File: src/abcd_pkg.sv
// Package of the accelerometer bias calibration block: widths, codes, types.
// Used by the channel interfaces, every module and the checker.
`default_nettype none

package abcd_pkg;

   localparam int SAMPLE_W        = 16;
   localparam int SUM_W           = 27;
   localparam int CNT_W           = 11;
   localparam int THR_W           = 15;
   localparam int LEN_W           = 11;
   localparam int MAX_CAL_SAMPLES = 1024;
   localparam int NUM_AXES        = 3;
   localparam int AXIS_W          = 2;
   localparam int FUNC_W          = 2;
   localparam int CSR_IDX_W       = 1;
   localparam int CSR_DATA_W      = 16;
   localparam int DIV_STEP_W      = $clog2(SAMPLE_W);

   localparam logic [LEN_W-1:0] LEN_RESET = LEN_W'(400);

   localparam logic [FUNC_W-1:0] FUNC_SAMPLE = 2'd0;
   localparam logic [FUNC_W-1:0] FUNC_START  = 2'd1;
   localparam logic [FUNC_W-1:0] FUNC_CLEAR  = 2'd2;

   localparam logic KIND_SAMPLE = 1'b0;
   localparam logic KIND_BIAS   = 1'b1;

   localparam logic [CSR_IDX_W-1:0] CSR_THRESHOLD  = 1'd0;
   localparam logic [CSR_IDX_W-1:0] CSR_CAL_LENGTH = 1'd1;

   typedef logic signed [SAMPLE_W-1:0] sample_type;
   typedef logic signed [SUM_W-1:0]    sum_type;

   typedef struct packed {
      logic       kind;
      sample_type out_x;
      sample_type out_y;
      sample_type out_z;
      logic       cal_valid;
      logic       last;
   } rsp_word_type;

endpackage

`default_nettype wire

File: src/abcd_channels.sv
// Valid/ready channel interfaces of the bias calibration block: request,
// response and register write. Depends on abcd_pkg.
`default_nettype none

interface abcd_req_if import abcd_pkg::*; ();
   logic                valid;
   logic                ready;
   logic [FUNC_W-1:0]   func;
   sample_type          sample_x;
   sample_type          sample_y;
   sample_type          sample_z;

   modport source (output valid, func, sample_x, sample_y, sample_z, input ready);
   modport sink   (input valid, func, sample_x, sample_y, sample_z, output ready);
endinterface

interface abcd_rsp_if import abcd_pkg::*; ();
   logic       valid;
   logic       ready;
   logic       kind;
   sample_type out_x;
   sample_type out_y;
   sample_type out_z;
   logic       cal_valid;
   logic       last;

   modport source (output valid, kind, out_x, out_y, out_z, cal_valid, last,
                   input ready);
   modport sink   (input valid, kind, out_x, out_y, out_z, cal_valid, last,
                   output ready);
endinterface

interface abcd_csr_if import abcd_pkg::*; ();
   logic                  valid;
   logic                  ready;
   logic [CSR_IDX_W-1:0]  index;
   logic [CSR_DATA_W-1:0] data;

   modport source (output valid, index, data, input ready);
   modport sink   (input valid, index, data, output ready);
endinterface

`default_nettype wire

File: src/abcd_filter.sv
// Shared per-axis filter: bias subtraction, saturation and dead-band.
// Combinational, one axis per cycle. Depends on abcd_pkg.
`default_nettype none

module abcd_filter import abcd_pkg::*; (
   input  sample_type       raw,
   input  sample_type       bias,
   input  logic [THR_W-1:0] threshold,
   output sample_type       filt
);

   localparam logic signed [SAMPLE_W+1:0] SAT_HI = (SAMPLE_W+2)'(2**(SAMPLE_W-1) - 1);
   localparam logic signed [SAMPLE_W+1:0] SAT_LO = -SAT_HI - (SAMPLE_W+2)'(1);

   logic signed [SAMPLE_W+1:0] diff;
   sample_type                 sat;
   logic [SAMPLE_W-1:0]        mag;

   always_comb begin
      diff = (SAMPLE_W+2)'(raw) - (SAMPLE_W+2)'(bias);
      priority if (diff > SAT_HI) begin
         sat = SAMPLE_W'(SAT_HI);
      end else if (diff < SAT_LO) begin
         sat = SAMPLE_W'(SAT_LO);
      end else begin
         sat = SAMPLE_W'(diff);
      end
      // The most negative value has a magnitude that still fits unsigned.
      mag  = sat[SAMPLE_W-1] ? SAMPLE_W'(-sat) : SAMPLE_W'(sat);
      filt = (mag < SAMPLE_W'(threshold)) ? '0 : sat;
   end

endmodule

`default_nettype wire

File: src/abcd_div.sv
// Serial restoring divider for the bias average: signed sum over sample count,
// truncated toward zero, one quotient bit per cycle. Depends on abcd_pkg.
`default_nettype none

module abcd_div import abcd_pkg::*; (
   input  logic             clock,
   input  logic             reset,
   input  logic             start,
   input  sum_type          dividend,
   input  logic [CNT_W-1:0] divisor,
   output logic             done,
   output sample_type       quotient
);

   logic                  busy_ff, busy_in;
   logic                  done_ff, done_in;
   logic [DIV_STEP_W-1:0] step_ff, step_in;
   logic [CNT_W-1:0]      rem_ff, rem_in;
   logic [SAMPLE_W-1:0]   quo_ff, quo_in;
   logic [CNT_W-1:0]      dvs_ff, dvs_in;
   logic                  neg_ff, neg_in;

   logic [SUM_W-1:0]      abs_full;
   logic [CNT_W:0]        trial;
   logic                  fits;

   always_comb begin
      abs_full = dividend[SUM_W-1] ? SUM_W'(-dividend) : SUM_W'(dividend);
      trial    = {rem_ff, quo_ff[SAMPLE_W-1]};
      fits     = trial >= {1'b0, dvs_ff};

      busy_in = busy_ff;
      done_in = 1'b0;
      step_in = step_ff;
      rem_in  = rem_ff;
      quo_in  = quo_ff;
      dvs_in  = dvs_ff;
      neg_in  = neg_ff;

      if (start) begin
         // The average never exceeds the sample range, so the upper part of the
         // magnitude is already below the divisor and only the low bits need steps.
         busy_in = 1'b1;
         step_in = DIV_STEP_W'(SAMPLE_W - 1);
         rem_in  = CNT_W'(abs_full[SUM_W-2:SAMPLE_W]);
         quo_in  = abs_full[SAMPLE_W-1:0];
         dvs_in  = divisor;
         neg_in  = dividend[SUM_W-1];
      end else if (busy_ff) begin
         rem_in  = fits ? CNT_W'(trial - {1'b0, dvs_ff}) : CNT_W'(trial);
         quo_in  = {quo_ff[SAMPLE_W-2:0], fits};
         step_in = step_ff - DIV_STEP_W'(1);
         if (step_ff == '0) begin
            busy_in = 1'b0;
            done_in = 1'b1;
         end
      end
   end

   always_ff @(posedge clock) begin
      if (reset) begin
         busy_ff <= 1'b0;
         done_ff <= 1'b0;
         step_ff <= '0;
      end else begin
         busy_ff <= busy_in;
         done_ff <= done_in;
         step_ff <= step_in;
      end
   end

   always_ff @(posedge clock) begin
      rem_ff <= rem_in;
      quo_ff <= quo_in;
      dvs_ff <= dvs_in;
      neg_ff <= neg_in;
   end

   assign done     = done_ff;
   assign quotient = neg_ff ? SAMPLE_W'(-quo_ff) : SAMPLE_W'(quo_ff);

endmodule

`default_nettype wire

File: src/accel_bias_calibrate_deadband.sv
// Accelerometer bias calibration with dead-band: top level.
// Depends on abcd_pkg, the channel interfaces, abcd_filter and abcd_div.
//
// Usage: req_if carries one word per command: a three-axis sample, a start of
// calibration or a clear of the running sums. Each sample word returns one
// filtered word on rsp_if; the sample that closes a calibration window returns
// the filtered word (last low) followed by a bias word (last high).
// csr_if writes the dead-band threshold and the window length; it is always
// ready, and a write takes effect from the next cycle, so it belongs between words.
// Timing: start and clear words complete on acceptance. A sample word runs its three
// axes one per cycle through a shared filter unit; its result is loaded once
// the response register is free, and req_if is ready again in that same cycle
// unless the sample closes a window. Then the shared serial divider computes the
// three biases one after another, 16 steps each, and the bias word is loaded once
// the last bias is in and the register is free; an empty window skips the divider.
// Reset empties the sums, zeroes the bias, stops calibration and drops any
// pending response. A stalled receiver holds the response register; a sample
// may still be taken, and its result waits until the register is free.
`default_nettype none

module accel_bias_calibrate_deadband import abcd_pkg::*; (
   input logic         clock,
   input logic         reset,
   abcd_req_if.sink    req_if,
   abcd_rsp_if.source  rsp_if,
   abcd_csr_if.sink    csr_if
);

   typedef enum logic [4:0] {
      S_IDLE       = 5'b00001,
      S_FILT       = 5'b00010,
      S_SAMPLE_OUT = 5'b00100,
      S_DIV        = 5'b01000,
      S_BIAS_OUT   = 5'b10000
   } state_type;

   localparam logic [AXIS_W-1:0] AXIS_LAST = AXIS_W'(NUM_AXES - 1);
   localparam logic [CNT_W-1:0]  CNT_MAX   = CNT_W'(MAX_CAL_SAMPLES);

   state_type         state_ff, state_in;
   logic [THR_W-1:0]  thr_ff, thr_in;
   logic [LEN_W-1:0]  len_ff, len_in;
   sample_type        bias_ff [NUM_AXES];
   sample_type        bias_in [NUM_AXES];
   sum_type           sum_ff  [NUM_AXES];
   sum_type           sum_in  [NUM_AXES];
   logic [CNT_W-1:0]  count_ff, count_in;
   logic              cal_ff, cal_in;
   logic [LEN_W-1:0]  prog_ff, prog_in;
   logic [AXIS_W-1:0] axis_ff, axis_in;
   logic              div_run_ff, div_run_in;
   logic              rsp_valid_ff, rsp_valid_in;

   sample_type        samp_ff [NUM_AXES];
   sample_type        samp_in [NUM_AXES];
   sample_type        filt_ff [NUM_AXES];
   sample_type        filt_in [NUM_AXES];
   logic              calv_ff, calv_in;
   rsp_word_type      rsp_ff, rsp_in;

   sample_type        filt_val;
   logic              div_start;
   logic              div_done;
   sample_type        div_q;
   logic              req_take;
   logic              out_free;
   logic [LEN_W-1:0]  len_eff;
   logic [LEN_W-1:0]  prog_inc;
   logic              win_end;

   abcd_filter u_filter (
      .raw       (samp_ff[axis_ff]),
      .bias      (bias_ff[axis_ff]),
      .threshold (thr_ff),
      .filt      (filt_val)
   );

   abcd_div u_div (
      .clock    (clock),
      .reset    (reset),
      .start    (div_start),
      .dividend (sum_ff[axis_ff]),
      .divisor  (count_ff),
      .done     (div_done),
      .quotient (div_q)
   );

   assign req_if.ready = (state_ff == S_IDLE);
   assign csr_if.ready = 1'b1;

   always_comb begin
      req_take = req_if.valid && (state_ff == S_IDLE);
      out_free = !rsp_valid_ff || rsp_if.ready;
      len_eff  = (len_ff == '0) ? LEN_W'(1) : len_ff;
      prog_inc = prog_ff + LEN_W'(1);
      win_end  = cal_ff && (prog_inc >= len_eff);

      state_in     = state_ff;
      thr_in       = thr_ff;
      len_in       = len_ff;
      bias_in      = bias_ff;
      sum_in       = sum_ff;
      count_in     = count_ff;
      cal_in       = cal_ff;
      prog_in      = prog_ff;
      axis_in      = axis_ff;
      div_run_in   = div_run_ff;
      rsp_valid_in = rsp_valid_ff;
      samp_in      = samp_ff;
      filt_in      = filt_ff;
      calv_in      = calv_ff;
      rsp_in       = rsp_ff;
      div_start    = 1'b0;

      if (csr_if.valid) begin
         unique case (csr_if.index)
            CSR_THRESHOLD:  thr_in = csr_if.data[THR_W-1:0];
            CSR_CAL_LENGTH: len_in = csr_if.data[LEN_W-1:0];
         endcase
      end

      if (rsp_valid_ff && rsp_if.ready) begin
         rsp_valid_in = 1'b0;
      end

      unique case (state_ff)
         S_IDLE: begin
            if (req_take) begin
               samp_in[0] = req_if.sample_x;
               samp_in[1] = req_if.sample_y;
               samp_in[2] = req_if.sample_z;
               unique case (req_if.func)
                  FUNC_SAMPLE: begin
                     axis_in  = '0;
                     state_in = S_FILT;
                  end
                  FUNC_START: begin
                     for (int a = 0; a < NUM_AXES; a++) begin
                        sum_in[a]  = '0;
                        bias_in[a] = '0;
                     end
                     count_in = '0;
                     cal_in   = 1'b1;
                     prog_in  = '0;
                  end
                  FUNC_CLEAR: begin
                     for (int a = 0; a < NUM_AXES; a++) begin
                        sum_in[a] = '0;
                     end
                     count_in = '0;
                  end
                  default: begin
                  end
               endcase
            end
         end
         S_FILT: begin
            filt_in[axis_ff] = filt_val;
            // Once the count saturates, further samples are left out of the sums.
            if (count_ff < CNT_MAX) begin
               sum_in[axis_ff] = sum_ff[axis_ff] + SUM_W'(filt_val);
            end
            if (axis_ff == AXIS_LAST) begin
               if (count_ff < CNT_MAX) begin
                  count_in = count_ff + CNT_W'(1);
               end
               state_in = S_SAMPLE_OUT;
            end else begin
               axis_in = axis_ff + AXIS_W'(1);
            end
         end
         S_SAMPLE_OUT: begin
            if (out_free) begin
               rsp_in.kind      = KIND_SAMPLE;
               rsp_in.out_x     = filt_ff[0];
               rsp_in.out_y     = filt_ff[1];
               rsp_in.out_z     = filt_ff[2];
               rsp_in.cal_valid = 1'b0;
               rsp_in.last      = !win_end;
               rsp_valid_in     = 1'b1;
               if (cal_ff) begin
                  prog_in = prog_inc;
               end
               if (win_end) begin
                  cal_in  = 1'b0;
                  prog_in = '0;
                  axis_in = '0;
                  if (count_ff != '0) begin
                     calv_in  = 1'b1;
                     state_in = S_DIV;
                  end else begin
                     calv_in = 1'b0;
                     for (int a = 0; a < NUM_AXES; a++) begin
                        bias_in[a] = '0;
                     end
                     state_in = S_BIAS_OUT;
                  end
               end else begin
                  state_in = S_IDLE;
               end
            end
         end
         S_DIV: begin
            if (!div_run_ff) begin
               div_start  = 1'b1;
               div_run_in = 1'b1;
            end else if (div_done) begin
               bias_in[axis_ff] = div_q;
               div_run_in       = 1'b0;
               if (axis_ff == AXIS_LAST) begin
                  state_in = S_BIAS_OUT;
               end else begin
                  axis_in = axis_ff + AXIS_W'(1);
               end
            end
         end
         S_BIAS_OUT: begin
            if (out_free) begin
               rsp_in.kind      = KIND_BIAS;
               rsp_in.out_x     = bias_ff[0];
               rsp_in.out_y     = bias_ff[1];
               rsp_in.out_z     = bias_ff[2];
               rsp_in.cal_valid = calv_ff;
               rsp_in.last      = 1'b1;
               rsp_valid_in     = 1'b1;
               for (int a = 0; a < NUM_AXES; a++) begin
                  sum_in[a] = '0;
               end
               count_in = '0;
               state_in = S_IDLE;
            end
         end
         default: begin
            state_in = S_IDLE;
         end
      endcase
   end

   always_ff @(posedge clock) begin
      if (reset) begin
         state_ff     <= S_IDLE;
         thr_ff       <= '0;
         len_ff       <= LEN_RESET;
         for (int a = 0; a < NUM_AXES; a++) begin
            bias_ff[a] <= '0;
            sum_ff[a]  <= '0;
         end
         count_ff     <= '0;
         cal_ff       <= 1'b0;
         prog_ff      <= '0;
         axis_ff      <= '0;
         div_run_ff   <= 1'b0;
         rsp_valid_ff <= 1'b0;
      end else begin
         state_ff     <= state_in;
         thr_ff       <= thr_in;
         len_ff       <= len_in;
         bias_ff      <= bias_in;
         sum_ff       <= sum_in;
         count_ff     <= count_in;
         cal_ff       <= cal_in;
         prog_ff      <= prog_in;
         axis_ff      <= axis_in;
         div_run_ff   <= div_run_in;
         rsp_valid_ff <= rsp_valid_in;
      end
   end

   always_ff @(posedge clock) begin
      samp_ff <= samp_in;
      filt_ff <= filt_in;
      calv_ff <= calv_in;
      rsp_ff  <= rsp_in;
   end

   assign rsp_if.valid     = rsp_valid_ff;
   assign rsp_if.kind      = rsp_ff.kind;
   assign rsp_if.out_x     = rsp_ff.out_x;
   assign rsp_if.out_y     = rsp_ff.out_y;
   assign rsp_if.out_z     = rsp_ff.out_z;
   assign rsp_if.cal_valid = rsp_ff.cal_valid;
   assign rsp_if.last      = rsp_ff.last;

endmodule

`default_nettype wire

File: src/flat_wrapper.sv
// flat-port wrapper written by rule: the top's interface ports become plain ports
module accel_bias_calibrate_deadband_flat import abcd_pkg::*;
  (clock, reset, req_if_valid, req_if_func, req_if_sample_x, req_if_sample_y, req_if_sample_z, req_if_ready, rsp_if_valid, rsp_if_kind, rsp_if_out_x, rsp_if_out_y, rsp_if_out_z, rsp_if_cal_valid, rsp_if_last, rsp_if_ready, csr_if_valid, csr_if_index, csr_if_data, csr_if_ready);
  abcd_req_if req_if_i ();
  abcd_rsp_if rsp_if_i ();
  abcd_csr_if csr_if_i ();
  input logic clock;
  input logic reset;
  input wire logic [$bits(req_if_i.valid)-1:0] req_if_valid;
  input wire logic [$bits(req_if_i.func)-1:0] req_if_func;
  input wire logic [$bits(req_if_i.sample_x)-1:0] req_if_sample_x;
  input wire logic [$bits(req_if_i.sample_y)-1:0] req_if_sample_y;
  input wire logic [$bits(req_if_i.sample_z)-1:0] req_if_sample_z;
  output wire logic [$bits(req_if_i.ready)-1:0] req_if_ready;
  output wire logic [$bits(rsp_if_i.valid)-1:0] rsp_if_valid;
  output wire logic [$bits(rsp_if_i.kind)-1:0] rsp_if_kind;
  output wire logic [$bits(rsp_if_i.out_x)-1:0] rsp_if_out_x;
  output wire logic [$bits(rsp_if_i.out_y)-1:0] rsp_if_out_y;
  output wire logic [$bits(rsp_if_i.out_z)-1:0] rsp_if_out_z;
  output wire logic [$bits(rsp_if_i.cal_valid)-1:0] rsp_if_cal_valid;
  output wire logic [$bits(rsp_if_i.last)-1:0] rsp_if_last;
  input wire logic [$bits(rsp_if_i.ready)-1:0] rsp_if_ready;
  input wire logic [$bits(csr_if_i.valid)-1:0] csr_if_valid;
  input wire logic [$bits(csr_if_i.index)-1:0] csr_if_index;
  input wire logic [$bits(csr_if_i.data)-1:0] csr_if_data;
  output wire logic [$bits(csr_if_i.ready)-1:0] csr_if_ready;
  assign req_if_i.valid = req_if_valid;
  assign req_if_i.func = req_if_func;
  assign req_if_i.sample_x = req_if_sample_x;
  assign req_if_i.sample_y = req_if_sample_y;
  assign req_if_i.sample_z = req_if_sample_z;
  assign req_if_ready = req_if_i.ready;
  assign rsp_if_valid = rsp_if_i.valid;
  assign rsp_if_kind = rsp_if_i.kind;
  assign rsp_if_out_x = rsp_if_i.out_x;
  assign rsp_if_out_y = rsp_if_i.out_y;
  assign rsp_if_out_z = rsp_if_i.out_z;
  assign rsp_if_cal_valid = rsp_if_i.cal_valid;
  assign rsp_if_last = rsp_if_i.last;
  assign rsp_if_i.ready = rsp_if_ready;
  assign csr_if_i.valid = csr_if_valid;
  assign csr_if_i.index = csr_if_index;
  assign csr_if_i.data = csr_if_data;
  assign csr_if_ready = csr_if_i.ready;
  accel_bias_calibrate_deadband u_core (.clock(clock), .reset(reset), .req_if(req_if_i), .rsp_if(rsp_if_i), .csr_if(csr_if_i));
endmodule
File: config.mk
export PLATFORM = sky130hd
export DESIGN_NAME = accel_bias_calibrate_deadband_flat
export DESIGN_NICKNAME = d
export VERILOG_FILES = /design/src/abcd_pkg.sv /design/src/abcd_channels.sv /design/src/abcd_filter.sv /design/src/abcd_div.sv /design/src/accel_bias_calibrate_deadband.sv /design/src/flat_wrapper.sv
export SDC_FILE = /design/constraint.sdc
export NUM_CORES = 1
export LEC_CHECK = 0
export ABC_AREA = 1
export BUFFER_PORTS_ARGS = -buffer_cell sky130_fd_sc_hd__clkbuf_2
export CORE_MARGIN = 8
export CORE_UTILIZATION = 56
export CTS_BUF_LIST = sky130_fd_sc_hd__clkbuf_16
export CTS_CLUSTER_DIAMETER = 50
export DETAILED_ROUTE_END_ITERATION = 8
export HOLD_SLACK_MARGIN = 0.12
export PLACE_DENSITY = 0.76
export SYNTH_ARGS = -nofsm -noshare
export SYNTH_HDL_FRONTEND = slang
export SYNTH_HIERARCHICAL = 1
export SYNTH_SLANG_ARGS = --single-unit
File: constraint.sdc
create_clock -name clock -period 17.27 [get_ports clock]
set_clock_uncertainty 0.05 [all_clocks]
set_input_delay 0.8635 -clock clock [delete_from_list [all_inputs] [get_ports clock]]
set_output_delay 0.8635 -clock clock [all_outputs]
set_load 0.03 [all_outputs]
==> results.txt <==
Status - finished clean
Chip height - 212 um
Max-Cap Viols - 0
Max Slew Vio Count - 0
Layout cell share with drive strength beyond 1 - 10.5%
1st-pass router iterations - 6
Largest net degree at the start of global routing - 102
Yosys cell types - 48
LEAKAGE - 10.1 nW
R2R Setup Slk - 7.85 ns
Core ar. - 38300 um2
Vias - 19600
H-tree Lvls - 2
Clock Tree Root - clkbuf_16
Final wirelength - 59700 um
Seq cells post-synth - 380
Total CTS buffers - 44
Reg clk slew, reported paths - 0.06 ns
Mean routed wirelength per cell - 17.3 um
Die width - 212 um
IO Count - 126
Starting Density - 56.2%
Synth top cells by count - nand2_1 (693), inv_1 (320), a21oi_1 (246)
Synth Area per Inst - 7.59 um2
Multi-input gate area - 10300 um2
Site row count - 72
Post-Synthesis Cells - 2835
Power density cells - 184 nW/um2
Cell mode on critical path - nand2_1
Largest area contributor in the netlist - edfxtp_1
Reg2reg path depth - 40
Final setup viols - 0
Dominant cell by count in the synthesized netlist - nand2_1
Hold Crit Start - req_if_sample_z[5]
Hold Path Depth - 1
CP arrival - 9.78 ns
FMAX - 0.106 GHz
Final hold vios - 0
Post-Syn Area - 21500 um2
Sequential Area - 9470 um2
RR Endpoint - u_core/sum_ff[22]$_SDFFE_PP0P_
Worst-Skew Late Latency - 0.60 ns
Congestion Overflow GR - 0
Vias/cell - 5.68
Hpwl dp - 42100 um
RD Place Congestion - 0.940
Number of hold buffers added after CTS - 0
Least-Margin Pin Slew - 1.11 ns
Layout area overhead - 11.1%
Placed Cells incl. Taps - 3374
Setup_tns - 0 ns
Hold path endpoint - u_core/samp_ff[5]$_DFFE_PP_
Clock sinks - 380
Hold_ws - 0.398 ns
YS warnings - 6
Worst setup EP type - flip-flop
CP Data Required Time - 17.64 ns
Tightest Hold Check Type - in2reg
Ys async rst share - 0%
Ranking of synthesized cells by area - edfxtp_1 (26%), dfxtp_1 (18%), nand2_1 (12%)
DR DRC count - 0
RR Startpoint - u_core/axis_ff[0]$_SDFFE_PP0P_
Synth top area share - 26.0%
Crit start category - flip-flop
EDFF count, synth - 186
CTS Buffer Depth - 3
Crit path max fanout - 101
Post-synthesis net count - 3000
Prevailing post-synth register cell - dfxtp_1
Fin nets - 3067
Ant. Diodes - 0
Initial antenna violation count - 4
Layout Cells excl Fill - 3456
Number of global-route vias before repair - 18700
Gr usage total - 26.2%
Number of fillers in the final layout - 3353
Initial DRC count - 1745
Crit path largest cell delay - 0.93 ns
Die area - 44900 um2
Slew margin rel. - 25.0%
CP max stage cell - o21ai_0
Post-cts sizing count - 0
Tmin final - 9.42 ns
Setup repair after global routing missed its margin - no
Kind of critical path - reg2reg
Final ANT Viol Nets - 0
VDD IR max - 0.186 mV
CTS tree - built
Postcts setup bufs - 0
Register area share after synthesis - 44.0%
Port Buf Inserts - 123
Tcrit/Tclk final - 54.5%
First-pass GRT wire length - 95400 um
==> cells in the final DEF, fill, tap and decap left out, drive strengths merged, types with 5 or more instances in the layout <==
| master | instances |
|---|---|
| nand2 | 713 |
| inv | 346 |
| nor2 | 270 |
| a21oi | 249 |
| o21ai | 237 |
| dfxtp | 194 |
| nand3 | 190 |
| edfxtp | 186 |
| clkbuf | 167 |
| nand4 | 97 |
| ha | 90 |
| xor2 | 55 |
| clkinv | 26 |
| xnor2 | 21 |
| buf | 20 |
| nor3 | 19 |
| nand3b | 10 |
| o211ai | 6 |
| or2 | 6 |
| nor4 | 5 |
| o21bai | 5 |
| and2 | 5 |
==> sequential cells by signal, indices dropped and copies added (netlist names), 15 cells and up <==
register,count
u_core/bias_ff,48
u_core/sum_ff,81
u_core/rsp_if.out_x,16
u_core/rsp_if.out_z,16
u_core/samp_ff,48
u_core/rsp_if.out_y,16
u_core/u_div/quo_ff,16
u_core/thr_ff,15
u_core/filt_ff,48
==> routing by layer <==
| layer | share of wire [%] | up-vias | global-route usage (%) |
|---|---|---|---|
| li1 | - | 9518 | - |
| met1 | 43 | 9195 | 34.8 |
| met2 | 46 | 819 | 43.0 |
| met3 | 8.0 | 108 | 4.32 |
| met4 | 2.7 | 4 | 8.99 |
| met5 | 0.039 | - | 0 |
==> cells by family (layout without fill, tap and decap cells) <==
logic type                 Yosys count  count (layout)  share of synthesized area (%)
DFF                                380             380                           44.0
AOI/OAI and AO/OA                  507             507                           12.1
other                                1               1                         0.0174
buffers and inverters              462             565                           8.46
adders and majority gates           93              93                           5.51
and+or+nand+nor                   1316            1316                           26.8
xor gates and xnor gates            76              76                           3.09
==> power breakdown <==
part	leakage, nW	internal [mW]	switching [mW]
sequential	3.29	1.13	0.0232
clock	0.736	0.539	0.381
combinational	6.10	0.602	1.72
total	10.1	2.27	2.12
==> worst max-delay path by stage <==
stage                                   start                              to
6_report       u_core/axis_ff[0]$_SDFFE_PP0P_  u_core/sum_ff[22]$_SDFFE_PP0P_
5_1_grt        u_core/axis_ff[0]$_SDFFE_PP0P_  u_core/sum_ff[44]$_SDFFE_PP0P_
4_1_cts        u_core/axis_ff[0]$_SDFFE_PP0P_  u_core/sum_ff[72]$_SDFFE_PP0P_
3_5_place_dp   u_core/axis_ff[0]$_SDFFE_PP0P_  u_core/sum_ff[44]$_SDFFE_PP0P_
3_3_place_gp   u_core/axis_ff[0]$_SDFFE_PP0P_  u_core/sum_ff[18]$_SDFFE_PP0P_
2_1_floorplan  u_core/axis_ff[0]$_SDFFE_PP0P_  u_core/sum_ff[26]$_SDFFE_PP0P_
==> cell type report <==
class / count / share of cell area [%]
multi-input cells: 1993 / 43.0
flip-flops and latches: 380 / 39.6
inverters: 341 / 5.36
clock buffers: 45 / 4.71
repair buffers: 142 / 3.18
well taps: 518 / 2.71
clock inverters: 37 / 1.42
==> stage by stage <==
stage | setup slack, ns | instance area (um2) | total power, mW | util [%]
final | 7.85 | 23900 | 4.39 | 62.4
after global placement | 8.22 | 22400 | 3.38 | 58.6
after CTS | 8.09 | 23900 | 4.36 | 62.4
after detailed placement | 8.15 | 22400 | 3.43 | 58.6
after global routing | 7.16 | 23900 | 4.66 | 62.4
after floorplan | 10.78 | 21500 | 2.78 | -
==> critical path: cells and delay by family, from the launching register on <==
family	cells	cell delay [ns]
simple gates	23	3.87
compound gates	6	2.04
fa+ha+maj	5	1.49
buf+inv	5	1.27
flops	1	0.32
xor+xnor	1	0.15
No activity file was read; power rests on OpenSTA's default activity.
